<file path="src/hw/rtl/apict_pkg.sv">
package apict_pkg;

    localparam int COUNT_WIDTH = 32;
    localparam int DATA_WIDTH  = 32;
    localparam int VEC_WIDTH   = 8;
    localparam int DIV_WIDTH   = 4;
    localparam int PRE_WIDTH   = 7;

    localparam int MASK_BIT     = 16;
    localparam int PERIODIC_BIT = 17;

    localparam logic [1:0] KIND_TICK  = 2'd0;
    localparam logic [1:0] KIND_WRITE = 2'd1;
    localparam logic [1:0] KIND_READ  = 2'd2;

    localparam logic [1:0] REG_LVT     = 2'd0;
    localparam logic [1:0] REG_INITIAL = 2'd1;
    localparam logic [1:0] REG_CURRENT = 2'd2;
    localparam logic [1:0] REG_DIVIDE  = 2'd3;

    localparam logic [DIV_WIDTH-1:0] DIVIDE_KEEP = 4'hB;

    typedef logic [COUNT_WIDTH-1:0] t_count;

    typedef struct packed {
        logic [DATA_WIDTH-1:0] read_data;
        logic                  irq_fire;
        logic [VEC_WIDTH-1:0]  irq_vector;
    } t_out_word;

    // Divisor as an 8-bit value: 2^(v+1) for v 0..6, 1 for v 7.
    function automatic logic [PRE_WIDTH:0] divisor_of(input logic [DIV_WIDTH-1:0] code);
        logic [2:0] v;
        v = {code[3], code[1:0]};
        if (v == 3'd7) begin
            return (PRE_WIDTH+1)'(1);
        end
        return (PRE_WIDTH+1)'(1) << (v + 3'd1);
    endfunction

endpackage

</file>
<file path="src/hw/rtl/apict_in_if.sv">
interface apict_in_if;
    logic        valid;
    logic        ready;
    logic [1:0]  kind;
    logic [1:0]  reg_select;
    logic [31:0] write_data;

    modport source (output valid, output kind, output reg_select, output write_data,
                    input ready);
    modport sink   (input valid, input kind, input reg_select, input write_data,
                    output ready);
endinterface

</file>
<file path="src/hw/rtl/apict_out_if.sv">
interface apict_out_if;
    logic        valid;
    logic        ready;
    logic [31:0] read_data;
    logic        irq_fire;
    logic [7:0]  irq_vector;

    modport source (output valid, output read_data, output irq_fire, output irq_vector,
                    input ready);
    modport sink   (input valid, input read_data, input irq_fire, input irq_vector,
                    output ready);
endinterface

</file>
<file path="src/hw/rtl/apic_countdown_timer.sv">
// Local interrupt controller countdown timer.
// i_in carries one bus event per word: a bus-clock tick, a register write
// or a register read (reg_select picks the vector/mask/mode word, the
// initial count, the current count or the divide code).
// o_out returns exactly one word per accepted event: read data for a read,
// and irq_fire/irq_vector when a tick takes an unmasked count to zero.
// The result word is registered, in the skid register if the output is
// stalled. One event per cycle while i_in.ready is high; all timer state
// updates in the cycle the event is accepted.
// A two-entry output stage (result register plus skid register) keeps
// i_in.ready high while one result waits; ready drops only when both are
// full, i.e. once a further word is accepted while the output is stalled.
// Reset (i_rst_n low, synchronous): counts and vector zero, masked,
// one-shot, divide by two, prescaler zero, output stage empty.
module apic_countdown_timer (
    input  logic        i_clk,
    input  logic        i_rst_n,
    apict_in_if.sink    i_in,
    apict_out_if.source o_out
);
    import apict_pkg::*;

    t_count                r_initial, n_initial;
    t_count                r_current, n_current;
    logic [VEC_WIDTH-1:0]  r_vector, n_vector;
    logic                  r_masked, n_masked;
    logic                  r_periodic, n_periodic;
    logic [DIV_WIDTH-1:0]  r_divide, n_divide;
    logic [PRE_WIDTH-1:0]  r_prescaler, n_prescaler;

    t_out_word r_out, n_out;
    t_out_word r_skid, n_skid;
    logic      r_out_valid, n_out_valid;
    logic      r_skid_valid, n_skid_valid;

    t_out_word             res;
    logic                  accept;
    logic [PRE_WIDTH:0]    pre_next;
    logic [PRE_WIDTH:0]    divisor;
    t_count                dec;

    assign i_in.ready       = !r_skid_valid;
    assign accept           = i_in.valid && i_in.ready;
    assign o_out.valid      = r_out_valid;
    assign o_out.read_data  = r_out.read_data;
    assign o_out.irq_fire   = r_out.irq_fire;
    assign o_out.irq_vector = r_out.irq_vector;

    assign divisor  = divisor_of(r_divide);
    assign pre_next = {1'b0, r_prescaler} + (PRE_WIDTH+1)'(1);
    assign dec      = r_current - t_count'(1);

    // timer state and result word
    always_comb begin
        n_initial   = r_initial;
        n_current   = r_current;
        n_vector    = r_vector;
        n_masked    = r_masked;
        n_periodic  = r_periodic;
        n_divide    = r_divide;
        n_prescaler = r_prescaler;
        res         = '0;
        if (accept) begin
            unique case (i_in.kind)
                KIND_TICK: begin
                    if (pre_next < divisor) begin
                        n_prescaler = pre_next[PRE_WIDTH-1:0];
                    end else begin
                        n_prescaler = '0;
                        if (r_current != '0) begin
                            if (dec == '0) begin
                                n_current      = r_periodic ? r_initial : '0;
                                res.irq_fire   = !r_masked;
                                res.irq_vector = r_masked ? '0 : r_vector;
                            end else begin
                                n_current = dec;
                            end
                        end
                    end
                end
                KIND_WRITE: begin
                    unique case (i_in.reg_select)
                        REG_LVT: begin
                            n_vector   = i_in.write_data[VEC_WIDTH-1:0];
                            n_masked   = i_in.write_data[MASK_BIT];
                            n_periodic = i_in.write_data[PERIODIC_BIT];
                        end
                        REG_INITIAL: begin
                            n_initial   = i_in.write_data[COUNT_WIDTH-1:0];
                            n_current   = i_in.write_data[COUNT_WIDTH-1:0];
                            n_prescaler = '0;
                        end
                        REG_CURRENT: begin
                        end
                        REG_DIVIDE: begin
                            n_divide = i_in.write_data[DIV_WIDTH-1:0] & DIVIDE_KEEP;
                        end
                    endcase
                end
                KIND_READ: begin
                    unique case (i_in.reg_select)
                        REG_LVT: begin
                            res.read_data = DATA_WIDTH'(r_vector)
                                | (DATA_WIDTH'(r_masked) << MASK_BIT)
                                | (DATA_WIDTH'(r_periodic) << PERIODIC_BIT);
                        end
                        REG_INITIAL: res.read_data = DATA_WIDTH'(r_initial);
                        REG_CURRENT: res.read_data = DATA_WIDTH'(r_current);
                        REG_DIVIDE:  res.read_data = DATA_WIDTH'(r_divide);
                    endcase
                end
                default: begin
                end
            endcase
        end
    end

    // output register with skid
    always_comb begin
        n_out        = r_out;
        n_out_valid  = r_out_valid;
        n_skid       = r_skid;
        n_skid_valid = r_skid_valid;
        if (!r_out_valid || o_out.ready) begin
            if (r_skid_valid) begin
                n_out        = r_skid;
                n_out_valid  = 1'b1;
                n_skid       = res;
                n_skid_valid = accept;
            end else begin
                n_out       = res;
                n_out_valid = accept;
            end
        end else if (accept) begin
            n_skid       = res;
            n_skid_valid = 1'b1;
        end
    end

    always_ff @(posedge i_clk) begin
        if (!i_rst_n) begin
            r_initial    <= '0;
            r_current    <= '0;
            r_vector     <= '0;
            r_masked     <= 1'b1;
            r_periodic   <= 1'b0;
            r_divide     <= '0;
            r_prescaler  <= '0;
            r_out_valid  <= 1'b0;
            r_skid_valid <= 1'b0;
        end else begin
            r_initial    <= n_initial;
            r_current    <= n_current;
            r_vector     <= n_vector;
            r_masked     <= n_masked;
            r_periodic   <= n_periodic;
            r_divide     <= n_divide;
            r_prescaler  <= n_prescaler;
            r_out_valid  <= n_out_valid;
            r_skid_valid <= n_skid_valid;
        end
    end

    always_ff @(posedge i_clk) begin
        r_out  <= n_out;
        r_skid <= n_skid;
    end

    a_skid_behind_out: assert property (@(posedge i_clk) disable iff (!i_rst_n)
        r_skid_valid |-> r_out_valid)
        else $error("skid word held with empty output register");

    a_fire_no_data: assert property (@(posedge i_clk) disable iff (!i_rst_n)
        (o_out.valid && o_out.irq_fire) |-> (o_out.read_data == '0))
        else $error("interrupt word carries read data");

    a_initial_restart: assert property (@(posedge i_clk) disable iff (!i_rst_n)
        (accept && i_in.kind == KIND_WRITE && i_in.reg_select == REG_INITIAL)
        |=> (r_prescaler == '0 && r_current == r_initial))
        else $error("initial count write did not restart timer");

endmodule

</file>
<file path="src/flat_wrapper.sv">
// flat-port wrapper written by rule: the top's interface ports become plain ports
module apic_countdown_timer_flat import apict_pkg::*;
  (i_clk, i_rst_n, i_in_valid, i_in_kind, i_in_reg_select, i_in_write_data, i_in_ready, o_out_valid, o_out_read_data, o_out_irq_fire, o_out_irq_vector, o_out_ready);
  apict_in_if i_in_i ();
  apict_out_if o_out_i ();
  input  logic i_clk;
  input  logic i_rst_n;
  input wire logic [$bits(i_in_i.valid)-1:0] i_in_valid;
  input wire logic [$bits(i_in_i.kind)-1:0] i_in_kind;
  input wire logic [$bits(i_in_i.reg_select)-1:0] i_in_reg_select;
  input wire logic [$bits(i_in_i.write_data)-1:0] i_in_write_data;
  output wire logic [$bits(i_in_i.ready)-1:0] i_in_ready;
  output wire logic [$bits(o_out_i.valid)-1:0] o_out_valid;
  output wire logic [$bits(o_out_i.read_data)-1:0] o_out_read_data;
  output wire logic [$bits(o_out_i.irq_fire)-1:0] o_out_irq_fire;
  output wire logic [$bits(o_out_i.irq_vector)-1:0] o_out_irq_vector;
  input wire logic [$bits(o_out_i.ready)-1:0] o_out_ready;
  assign i_in_i.valid = i_in_valid;
  assign i_in_i.kind = i_in_kind;
  assign i_in_i.reg_select = i_in_reg_select;
  assign i_in_i.write_data = i_in_write_data;
  assign i_in_ready = i_in_i.ready;
  assign o_out_valid = o_out_i.valid;
  assign o_out_read_data = o_out_i.read_data;
  assign o_out_irq_fire = o_out_i.irq_fire;
  assign o_out_irq_vector = o_out_i.irq_vector;
  assign o_out_i.ready = o_out_ready;
  apic_countdown_timer u_core (.i_clk(i_clk), .i_rst_n(i_rst_n), .i_in(i_in_i), .o_out(o_out_i));
endmodule
</file>
<file path="config.mk">
export PLATFORM = sky130hd
export DESIGN_NAME = apic_countdown_timer_flat
export DESIGN_NICKNAME = d
export VERILOG_FILES = /design/src/hw/rtl/apict_pkg.sv /design/src/hw/rtl/apict_in_if.sv /design/src/hw/rtl/apict_out_if.sv /design/src/hw/rtl/apic_countdown_timer.sv /design/src/flat_wrapper.sv
export SDC_FILE = /design/constraint.sdc
export NUM_CORES = 1
export LEC_CHECK = 0
export ABC_CLOCK_PERIOD_IN_PS = 16700
export BUFFER_PORTS_ARGS = -buffer_cell sky130_fd_sc_hd__buf_2
export CAP_MARGIN = 20
export CORE_MARGIN = 2
export CORE_UTILIZATION = 30
export CTS_CLUSTER_DIAMETER = 40
export CTS_CLUSTER_SIZE = 28
export DETAILED_ROUTE_END_ITERATION = 8
export SYNTH_ARGS = -nofsm -noshare
export SYNTH_HDL_FRONTEND = slang
export SYNTH_SLANG_ARGS = --single-unit
</file>
<file path="constraint.sdc">
create_clock -name i_clk -period 16.7 [get_ports i_clk]
set_input_delay 3.34 -clock i_clk [delete_from_list [all_inputs] [get_ports i_clk]]
set_output_delay 3.34 -clock i_clk [all_outputs]
set_load 0.02 [all_outputs]
</file>
==> flow_summary.html, run 1 <==
<table>
<tr><th>Metric</th><th>Value</th></tr>
<tr><th colspan="2">Final layout</th></tr>
<tr><td>Layout cells sized above 1</td><td>0.158</td></tr>
<tr><td>Net count of the finished layout</td><td>~940</td></tr>
<tr><td>Growth of design area from synthesis to finish</td><td>14.7%</td></tr>
<tr><td>Final Instance Count excl. Fillers</td><td>1242</td></tr>
<tr><td>Total of fill cells in the finished design</td><td>2748</td></tr>
<tr><th colspan="2">Logic synthesis</th></tr>
<tr><td>Number of enable flip-flop cells after synthesis</td><td>82</td></tr>
<tr><td>Yosys cell types</td><td>56</td></tr>
<tr><td>Yosys warning total</td><td>0</td></tr>
<tr><td>Cell count after synthesis</td><td>840</td></tr>
<tr><td>Area share of the largest cell type after synthesis</td><td>0.298</td></tr>
<tr><td>Area of the mapped netlist</td><td>8270 µm²</td></tr>
<tr><td>Post-synthesis sequential element count</td><td>168</td></tr>
<tr><td>Async set or reset register ratio after synthesis</td><td>0</td></tr>
<tr><td>Area leader, netlist</td><td>sky130_fd_sc_hd__edfxtp_1</td></tr>
<tr><td>Net count after synthesis</td><td>between 800 and 900</td></tr>
<tr><td>Post-synthesis average cell area</td><td>a little under 10 µm²</td></tr>
<tr><td>Most used flip-flop cell after synthesis</td><td>sky130_fd_sc_hd__dfxtp_1</td></tr>
<tr><td>Post-synthesis sequential area ratio</td><td>0.506</td></tr>
<tr><td>Biggest area contributors in the synthesized netlist</td><td>sky130_fd_sc_hd__edfxtp_1 30%, sky130_fd_sc_hd__dfxtp_1 21%, sky130_fd_sc_hd__nand2_1 5.0%, sky130_fd_sc_hd__a21boi_0 3.9%, sky130_fd_sc_hd__a21o_1 3.2%</td></tr>
<tr><th colspan="2">Global route</th></tr>
<tr><td>Met2 Usage GRT</td><td>0.236</td></tr>
<tr><td>Pin count of the biggest net entering global routing</td><td>87</td></tr>
<tr><td>Met3 GRT Util</td><td>0.0326</td></tr>
<tr><td>Overall routing resource usage</td><td>0.149</td></tr>
<tr><td>Wire length of the first global-routing pass</td><td>~34 mm</td></tr>
<tr><td>Via count of the first global-routing pass</td><td>6263</td></tr>
<tr><td>Antenna violations before repair</td><td>5</td></tr>
<tr><td>Grt total ovfl</td><td>0</td></tr>
<tr><td>Layer carrying the most global-route usage</td><td>met2</td></tr>
<tr><td>Grt met1 use</td><td>0.201</td></tr>
<tr><th colspan="2">Die</th></tr>
<tr><td>Initial Utilization</td><td>0.306</td></tr>
<tr><td>Number of rows created at floorplan</td><td>60</td></tr>
<tr><td>Overall die area</td><td>roughly 29000 µm²</td></tr>
<tr><td>Die Y-Extent</td><td>170 µm</td></tr>
<tr><td>Core area</td><td>27000 µm²</td></tr>
<tr><td>Number of top-level design ports</td><td>83</td></tr>
<tr><td>Die X-Extent</td><td>170 µm</td></tr>
<tr><th colspan="2">Flow run</th></tr>
<tr><td>Total of max-cap violations</td><td>0</td></tr>
<tr><th colspan="2">Setup path</th></tr>
<tr><td>Critical Path End Type</td><td>flip-flop</td></tr>
<tr><td>Worst R2R End</td><td>u_core.r_skid[0]</td></tr>
<tr><td>Path depth of the worst reg2reg path</td><td>10</td></tr>
<tr><td>Data arrival time at the worst-slack endpoint</td><td>roughly 5800 ps</td></tr>
<tr><td>Worst setup path endpoint</td><td>u_core.r_skid[0]</td></tr>
<tr><td>Worst setup SP type</td><td>input pin</td></tr>
<tr><td>Critical register-to-register path startpoint</td><td>u_core.r_divide[1]</td></tr>
<tr><td>Launch point of the critical path</td><td>i_in_valid</td></tr>
<tr><td>Crit path max fanout</td><td>18</td></tr>
<tr><td>Required time of the critical path</td><td>approximately 17000 ps</td></tr>
<tr><td>Type of the setup path with the least slack</td><td>input pin to flip-flop</td></tr>
<tr><td>Register-to-Register Setup Slack</td><td>12400 ps</td></tr>
<tr><th colspan="2">Timing</th></tr>
<tr><td>Relative slew margins</td><td>0.308</td></tr>
<tr><td>F_max</td><td>182 MHz</td></tr>
<tr><td>Hold Fails Final Rpt</td><td>0</td></tr>
<tr><td>Minimum clock period after layout</td><td>5490 ps</td></tr>
<tr><td>Accumulated negative setup slack</td><td>0 ps</td></tr>
<tr><td>Final Max Slew Viols</td><td>0</td></tr>
<tr><td>Setup skew after layout</td><td>12.8 ps</td></tr>
<tr><td>Final count of negative-setup-slack endpoints</td><td>0</td></tr>
<tr><td>Final worst path period share</td><td>0.329</td></tr>
<tr><td>Transition time of the tightest slew-check pin</td><td>about 1000 ps</td></tr>
<tr><td>RSZ-0062 raised after global routing</td><td>no</td></tr>
<tr><th colspan="2">Clock tree</th></tr>
<tr><td>Longest Clk Path Bufs</td><td>2</td></tr>
<tr><td>TritonCTS Buffers</td><td>17</td></tr>
<tr><td>Clock latency at the later pin of the worst-skew pair</td><td>430 ps</td></tr>
<tr><td>Post-cts resize count</td><td>0</td></tr>
<tr><td>Root buffer cell</td><td>sky130_fd_sc_hd__clkbuf_16</td></tr>
<tr><td>CTS tree</td><td>done</td></tr>
<tr><td>Number of H-tree branching levels</td><td>4</td></tr>
<tr><td>Setup fix buffers added after clock tree synthesis</td><td>0</td></tr>
<tr><td>Clock transition at path regs</td><td>about 60 ps</td></tr>
<tr><td>Cts hold-fix bufs</td><td>0</td></tr>
<tr><td>Number of sinks on the clock net</td><td>168</td></tr>
<tr><th colspan="2">Hold path</th></tr>
<tr><td>HP Class</td><td>flip-flop to flip-flop</td></tr>
<tr><th colspan="2">Place</th></tr>
<tr><td>Port Buf Inserts</td><td>82</td></tr>
<tr><td>Estimated wirelength of the detail-placed design</td><td>approximately 14 mm</td></tr>
<tr><td>Final weighted congestion in routability-driven placement</td><td>0.873</td></tr>
<tr><td>Number of placed instances with taps included</td><td>between 1000 and 1500</td></tr>
<tr><th colspan="2">Route</th></tr>
<tr><td>Routed via count divided by cell count</td><td>roughly 5.2</td></tr>
<tr><td>Detailed Route WL</td><td>20.9 mm</td></tr>
<tr><td>DR vias</td><td>6487</td></tr>
<tr><td>Post-detailed-route count of antenna-violating nets</td><td>0</td></tr>
<tr><td>Iteration-0 DRC Markers</td><td>518</td></tr>
<tr><td>DRC errors left</td><td>0</td></tr>
<tr><td>Per-cell routed wire length</td><td>16.8 µm</td></tr>
<tr><td>Number of detailed-routing iterations run before antenna repair</td><td>5</td></tr>
<tr><th colspan="2">Pwr</th></tr>
<tr><td>Power dissipated by switching net loads</td><td>around 0.25 mW</td></tr>
<tr><td>Sum of internal, switching and leakage power</td><td>0.939 mW</td></tr>
<tr><td>Internal power</td><td>0.684 mW</td></tr>
<tr><td>Switching Share</td><td>0.272</td></tr>
<tr><td>Clock power share</td><td>0.388</td></tr>
<tr><td>Combinational share of power</td><td>0.124</td></tr>
<tr><td>Peak supply drop</td><td>between 0.07 and 0.08 mV</td></tr>
<tr><td>Cell leakage power</td><td>3.74 nW</td></tr>
<tr><td>Relative contribution of sequential cells to total power</td><td>0.487</td></tr>
<tr><td>Power density of the placed cells</td><td>slightly below 100 nW/µm²</td></tr>
<tr><th colspan="2">Status</th></tr>
<tr><td>Outcome</td><td>finished, final reports clean</td></tr>
</table>
-- per-layer routing --
metal	vias up	share of wire
li1	3180	-
met2	151	0.46
met1	3121	0.47
met5	-	0.0016
met3	29	0.047
met4	6	0.017
-- cell families after synthesis --
kind of cell	after synthesis	synth area share
compound gates	212	0.185
xor+xnor	31	0.0328
fa+ha+maj	11	0.0166
buf+inv	71	0.0378
flops	168	0.506
mux	13	0.0203
simple gates	334	0.202
-- flip-flops by register name, summed over array words and instances, names as in the netlist --
signal,flops
u_core.r_periodic,1
u_core.o_out.read_data,32
u_core.r_masked,1
u_core.o_out.irq_fire,1
u_core.r_current,32
u_core.r_skid_valid,1
u_core.r_prescaler,7
u_core.r_skid,41
u_core.r_divide,3
u_core.o_out.irq_vector,8
u_core.o_out.valid,1
u_core.r_vector,8
u_core.r_initial,32
-- critical path: stages --
cell	delay (ps)
sky130_fd_sc_hd__buf_2	90
sky130_fd_sc_hd__nand2_1	270
sky130_fd_sc_hd__nor3_1	290
sky130_fd_sc_hd__nand3_1	650
sky130_fd_sc_hd__nor4_4	910
sky130_fd_sc_hd__and2_1	230
-- power by group through the flow --
stage                     Combinational [mW]  Sequential, mW  Clock, mW
after floorplan                       0.0774           0.468          0
after global placement                 0.115           0.466          0
after detailed placement               0.116           0.466          0
after CTS                              0.117           0.457      0.372
after global routing                   0.128           0.459      0.391
final                                  0.117           0.457      0.364
-- worst min path at each step --
stage                                end  cells after the start  slack [ps]            startpoint
floorplan            u_core.r_initial[3]                      2         450   u_core.r_initial[3]
global placement    u_core.r_initial[10]                      2         470  u_core.r_initial[10]
detailed placement  u_core.r_initial[15]                      2         480  u_core.r_initial[15]
CTS                 u_core.r_initial[15]                      2         490  u_core.r_initial[15]
global route         u_core.r_initial[0]                      2         510   u_core.r_initial[0]
finish              u_core.r_initial[15]                      2         480  u_core.r_initial[15]
-- layout make-up --
type	count	area (µm²)	area share
multi-input cells	601	3820	0.402
clock buffers	20	447	0.0471
well taps	341	427	0.0450
flip-flops and latches	168	4180	0.441
diodes	2	5.00	0.000528
inverters	4	15.0	0.00158
clock inverters	12	91.3	0.00963
repair buffers	94	500	0.0528
-- synthesized netlist by cell type (15+ instances only) --
cell,n
sky130_fd_sc_hd__nor3_1,15
sky130_fd_sc_hd__a22oi_1,24
sky130_fd_sc_hd__xnor2_1,17
sky130_fd_sc_hd__nand3_1,43
sky130_fd_sc_hd__edfxtp_1,82
sky130_fd_sc_hd__dfxtp_1,86
sky130_fd_sc_hd__nand2_1,111
sky130_fd_sc_hd__o221ai_1,29
sky130_fd_sc_hd__a21o_1,35
sky130_fd_sc_hd__a21oi_1,26
sky130_fd_sc_hd__a21boi_0,43
sky130_fd_sc_hd__o21ai_0,18
sky130_fd_sc_hd__nor2b_1,16
sky130_fd_sc_hd__clkbuf_1,55
sky130_fd_sc_hd__nor2_1,62
sky130_fd_sc_hd__and2_1,20
-- per-stage QoR --
step | setup slack (ps) | utilization | cell area (µm²) | hold slack, ps
finish | 11210 | 0.351 | 9490 | 482
global route | 10950 | 0.351 | 9480 | 515
CTS | 11160 | 0.351 | 9480 | 487
detailed placement | 10720 | 0.331 | 8940 | 479
global placement | 10810 | 0.331 | 8940 | 470
floorplan | 8750 | - | 8270 | 454
-- placed cells by master (no fill, tap or decap), types with 9 or more instances in the layout --
| cell type | n |
|---|---|
| sky130_fd_sc_hd__clkbuf_16 | 17 |
| sky130_fd_sc_hd__and2_1 | 20 |
| sky130_fd_sc_hd__nand3_1 | 43 |
| sky130_fd_sc_hd__a21boi_0 | 43 |
| sky130_fd_sc_hd__xnor2_1 | 17 |
| sky130_fd_sc_hd__a22oi_1 | 24 |
| sky130_fd_sc_hd__buf_4 | 12 |
| sky130_fd_sc_hd__nand2_1 | 110 |
| sky130_fd_sc_hd__buf_2 | 82 |
| sky130_fd_sc_hd__xor2_1 | 14 |
| sky130_fd_sc_hd__ha_1 | 11 |
| sky130_fd_sc_hd__nor4_1 | 11 |
| sky130_fd_sc_hd__edfxtp_1 | 82 |
| sky130_fd_sc_hd__a31oi_1 | 13 |
| sky130_fd_sc_hd__and3_1 | 9 |
| sky130_fd_sc_hd__mux2i_1 | 10 |
| sky130_fd_sc_hd__a21oi_1 | 26 |
| sky130_fd_sc_hd__nor3_1 | 14 |
| sky130_fd_sc_hd__nor2b_1 | 15 |
| sky130_fd_sc_hd__dfxtp_1 | 86 |
| sky130_fd_sc_hd__o221ai_1 | 29 |
| sky130_fd_sc_hd__a21o_1 | 35 |
| sky130_fd_sc_hd__o21ai_0 | 17 |
| sky130_fd_sc_hd__nor2_1 | 60 |
Power figures use the tool's default switching activity.
==> run 2, diff against run 1 <==
Settings changed: ABC_CLOCK_PERIOD_IN_PS 16700 to 5800.
Clock period 16.7 ns to 5.8 ns, I/O delays scaled along.
==> flow_summary.html, run 2 (synthesized netlist as in run 1, its figures left out) <==
<table>
<tr><th>Metric</th><th>Value</th></tr>
<tr><th colspan="2">Die</th></tr>
<tr><td>Initial Utilization</td><td>0.306</td></tr>
<tr><td>Number of rows created at floorplan</td><td>60</td></tr>
<tr><td>Die Y-Extent</td><td>170 µm</td></tr>
<tr><td>Core area</td><td>about 27000 µm²</td></tr>
<tr><td>Number of top-level design ports</td><td>a little over 80</td></tr>
<tr><td>Overall die area</td><td>a little under 30000 µm²</td></tr>
<tr><td>Die X-Extent</td><td>170 µm</td></tr>
<tr><th colspan="2">Place</th></tr>
<tr><td>Worst slack at placement</td><td>1600 ps</td></tr>
<tr><td>Final weighted congestion in routability-driven placement</td><td>0.866</td></tr>
<tr><td>Placed standard-cell area</td><td>8940 µm²</td></tr>
<tr><td>Port Buf Inserts</td><td>between 80 and 90</td></tr>
<tr><td>Number of placed instances with taps included</td><td>1208</td></tr>
<tr><td>Estimated wirelength of the detail-placed design</td><td>14.3 mm</td></tr>
<tr><th colspan="2">Setup path</th></tr>
<tr><td>Type of the setup path with the least slack</td><td>flip-flop to flip-flop</td></tr>
<tr><td>Required time of the critical path</td><td>6100 ps</td></tr>
<tr><td>Crit path max fanout</td><td>18</td></tr>
<tr><td>Critical register-to-register path startpoint</td><td>u_core.r_divide[1]</td></tr>
<tr><td>Worst setup SP type</td><td>flip-flop</td></tr>
<tr><td>Data arrival time at the worst-slack endpoint</td><td>approximately 4400 ps</td></tr>
<tr><td>Worst R2R End</td><td>u_core.r_skid[2]</td></tr>
<tr><td>Path depth of the worst reg2reg path</td><td>10</td></tr>
<tr><td>Register-to-Register Setup Slack</td><td>1670 ps</td></tr>
<tr><td>Critical Path End Type</td><td>flip-flop</td></tr>
<tr><th colspan="2">Final layout</th></tr>
<tr><td>Leading cell type in the layout, fill and taps excluded</td><td>sky130_fd_sc_hd__nand2_1</td></tr>
<tr><td>Net count of the finished layout</td><td>938</td></tr>
<tr><td>Layout cells sized above 1</td><td>0.161</td></tr>
<tr><td>Growth of design area from synthesis to finish</td><td>15.9%</td></tr>
<tr><td>Final Instance Count excl. Fillers</td><td>1243</td></tr>
<tr><td>Largest register FFs</td><td>41</td></tr>
<tr><td>Area of all placed cells without fillers</td><td>9580 µm²</td></tr>
<tr><td>Register ranked first by flip-flop count</td><td>u_core.r_skid</td></tr>
<tr><td>Commonest non-fill, non-tap cells in the layout</td><td>110 x sky130_fd_sc_hd__nand2_1, 86 x sky130_fd_sc_hd__dfxtp_1, 82 x sky130_fd_sc_hd__buf_2, 82 x sky130_fd_sc_hd__edfxtp_1, 60 x sky130_fd_sc_hd__nor2_1</td></tr>
<tr><td>Final standard cell utilization of the core</td><td>0.355</td></tr>
<tr><th colspan="2">Global route</th></tr>
<tr><td>Antenna violations before repair</td><td>8</td></tr>
<tr><td>Pin count of the biggest net entering global routing</td><td>87</td></tr>
<tr><td>Wire length of the first global-routing pass</td><td>33.7 mm</td></tr>
<tr><td>Via count of the first global-routing pass</td><td>6098</td></tr>
<tr><td>Grt total ovfl</td><td>0</td></tr>
<tr><td>Overall routing resource usage</td><td>0.149</td></tr>
<tr><th colspan="2">Hold path</th></tr>
<tr><td>Worst hold path stage count</td><td>2</td></tr>
<tr><td>Worst min-delay path startpoint</td><td>u_core.r_initial[1]</td></tr>
<tr><td>HP Class</td><td>flip-flop to flip-flop</td></tr>
<tr><td>Hold worst-path end</td><td>u_core.r_initial[1]</td></tr>
<tr><th colspan="2">Pwr</th></tr>
<tr><td>Clock power share</td><td>0.414</td></tr>
<tr><td>Combinational share of power</td><td>0.119</td></tr>
<tr><td>Relative contribution of sequential cells to total power</td><td>0.467</td></tr>
<tr><td>Power dissipated by switching net loads</td><td>between 0.7 and 0.8 mW</td></tr>
<tr><td>Cell leakage power</td><td>approximately 3.8 nW</td></tr>
<tr><td>Switching Share</td><td>0.261</td></tr>
<tr><td>Peak supply drop</td><td>0.192 mV</td></tr>
<tr><td>Power density of the placed cells</td><td>294 nW/µm²</td></tr>
<tr><td>Sum of internal, switching and leakage power</td><td>2.82 mW</td></tr>
<tr><td>Internal power</td><td>2.08 mW</td></tr>
<tr><th colspan="2">Clock tree</th></tr>
<tr><td>Cts hold-fix bufs</td><td>0</td></tr>
<tr><td>CTS tree</td><td>done</td></tr>
<tr><td>Setup fix buffers added after clock tree synthesis</td><td>0</td></tr>
<tr><td>Clock transition at path regs</td><td>70 ps</td></tr>
<tr><td>Root buffer cell</td><td>sky130_fd_sc_hd__clkbuf_16</td></tr>
<tr><td>Longest Clk Path Bufs</td><td>2</td></tr>
<tr><td>Number of sinks on the clock net</td><td>168</td></tr>
<tr><td>Clock latency at the later pin of the worst-skew pair</td><td>430 ps</td></tr>
<tr><td>TritonCTS Buffers</td><td>17</td></tr>
<tr><td>Post-cts resize count</td><td>0</td></tr>
<tr><td>Number of H-tree branching levels</td><td>4</td></tr>
<tr><th colspan="2">Timing</th></tr>
<tr><td>Final worst path period share</td><td>0.712</td></tr>
<tr><td>Hold_ws</td><td>485 ps</td></tr>
<tr><td>Crit path setup slack, layout</td><td>1670 ps</td></tr>
<tr><td>Relative slew margins</td><td>0.248</td></tr>
<tr><td>Minimum clock period after layout</td><td>approximately 4100 ps</td></tr>
<tr><td>Accumulated negative setup slack</td><td>0 ps</td></tr>
<tr><td>F_max</td><td>between 200 and 250 MHz</td></tr>
<tr><td>RSZ-0062 raised after global routing</td><td>no</td></tr>
<tr><td>Transition time of the tightest slew-check pin</td><td>about 1100 ps</td></tr>
<tr><td>Hold Fails Final Rpt</td><td>0</td></tr>
<tr><td>Final count of negative-setup-slack endpoints</td><td>0</td></tr>
<tr><td>Setup skew after layout</td><td>10.5 ps</td></tr>
<tr><td>Final Max Slew Viols</td><td>0</td></tr>
<tr><th colspan="2">Route</th></tr>
<tr><td>Number of detailed-routing iterations run before antenna repair</td><td>5</td></tr>
<tr><td>Post-detailed-route count of antenna-violating nets</td><td>0</td></tr>
<tr><td>Routed via count divided by cell count</td><td>approximately 5.2</td></tr>
<tr><td>DRC errors left</td><td>0</td></tr>
<tr><td>Detailed Route WL</td><td>21.1 mm</td></tr>
<tr><td>Iteration-0 DRC Markers</td><td>495</td></tr>
<tr><td>DR vias</td><td>6501</td></tr>
<tr><td>Per-cell routed wire length</td><td>17.0 µm</td></tr>
<tr><th colspan="2">Status</th></tr>
<tr><td>Outcome</td><td>finished, final reports clean</td></tr>
<tr><th colspan="2">Flow run</th></tr>
<tr><td>Total of max-cap violations</td><td>0</td></tr>
</table>
==> run 2: cell types whose count changed in the layout (fill, tap and decap cells not counted) <==
| cell | change |
|---|---|
| sky130_fd_sc_hd__clkinv_4 | -1 |
| sky130_fd_sc_hd__clkinv_1 | -2 |
| sky130_fd_sc_hd__bufinv_16 | +2 |
| sky130_fd_sc_hd__clkbuf_16 | +1 |
| sky130_fd_sc_hd__buf_16 | +1 |
==> run 2: how the worst max path moves through the flow <==
stage,from,to,slack [ps],cells after the start
after global routing,u_core.r_divide[1],u_core.o_out.irq_vector[6],1230,10
after floorplan,o_out_ready,u_core.r_skid[0],30,2
final,u_core.r_divide[1],u_core.r_skid[2],1670,10
after detailed placement,u_core.r_divide[1],u_core.o_out.irq_vector[1],1600,10
after CTS,u_core.r_divide[1],u_core.o_out.irq_vector[1],1570,10
after global placement,u_core.r_divide[1],u_core.o_out.irq_vector[6],1750,10
==> run 2: area by class of cell <==
type                            count  area (µm²)
Antenna cell                        2        5.00
Clock buffer                       21         472
Clock inverter                     11         135
Sequential cell                   168        4180
Timing Repair Buffer               95         528
Multi-Input combinational cell    601        3820
Fill cell                        2721       17400
Tap cell                          341         427
Inverter                            4        15.0
==> run 2: power by group through the flow <==
stage,clock network [mW],registers (mW),logic [mW]
2_1_floorplan,0,1.35,0.223
3_3_place_gp,0,1.34,0.331
3_5_place_dp,0,1.34,0.333
4_1_cts,1.19,1.32,0.335
5_1_grt,1.24,1.32,0.365
6_report,1.17,1.32,0.335
==> run 2: critical path, cell delays in order, from the launching register on <==
cell	delay, ps
sky130_fd_sc_hd__dfxtp_1	360
sky130_fd_sc_hd__and2_1	190
sky130_fd_sc_hd__ha_1	300
sky130_fd_sc_hd__nor2b_1	250
sky130_fd_sc_hd__nand2_1	90
sky130_fd_sc_hd__ha_1	300
sky130_fd_sc_hd__nand4_1	110
sky130_fd_sc_hd__o41ai_1	490
sky130_fd_sc_hd__nand3_1	760
sky130_fd_sc_hd__nor4_4	910
sky130_fd_sc_hd__and2_1	230
==> run 2: per-layer routing <==
| layer | global-route usage | share of wire |
|---|---|---|
| met3 | 0.0412 | 0.059 |
| met2 | 0.226 | 0.45 |
| met4 | 0.0583 | 0.024 |
| met1 | 0.200 | 0.46 |
| met5 | 0 | 0.0028 |
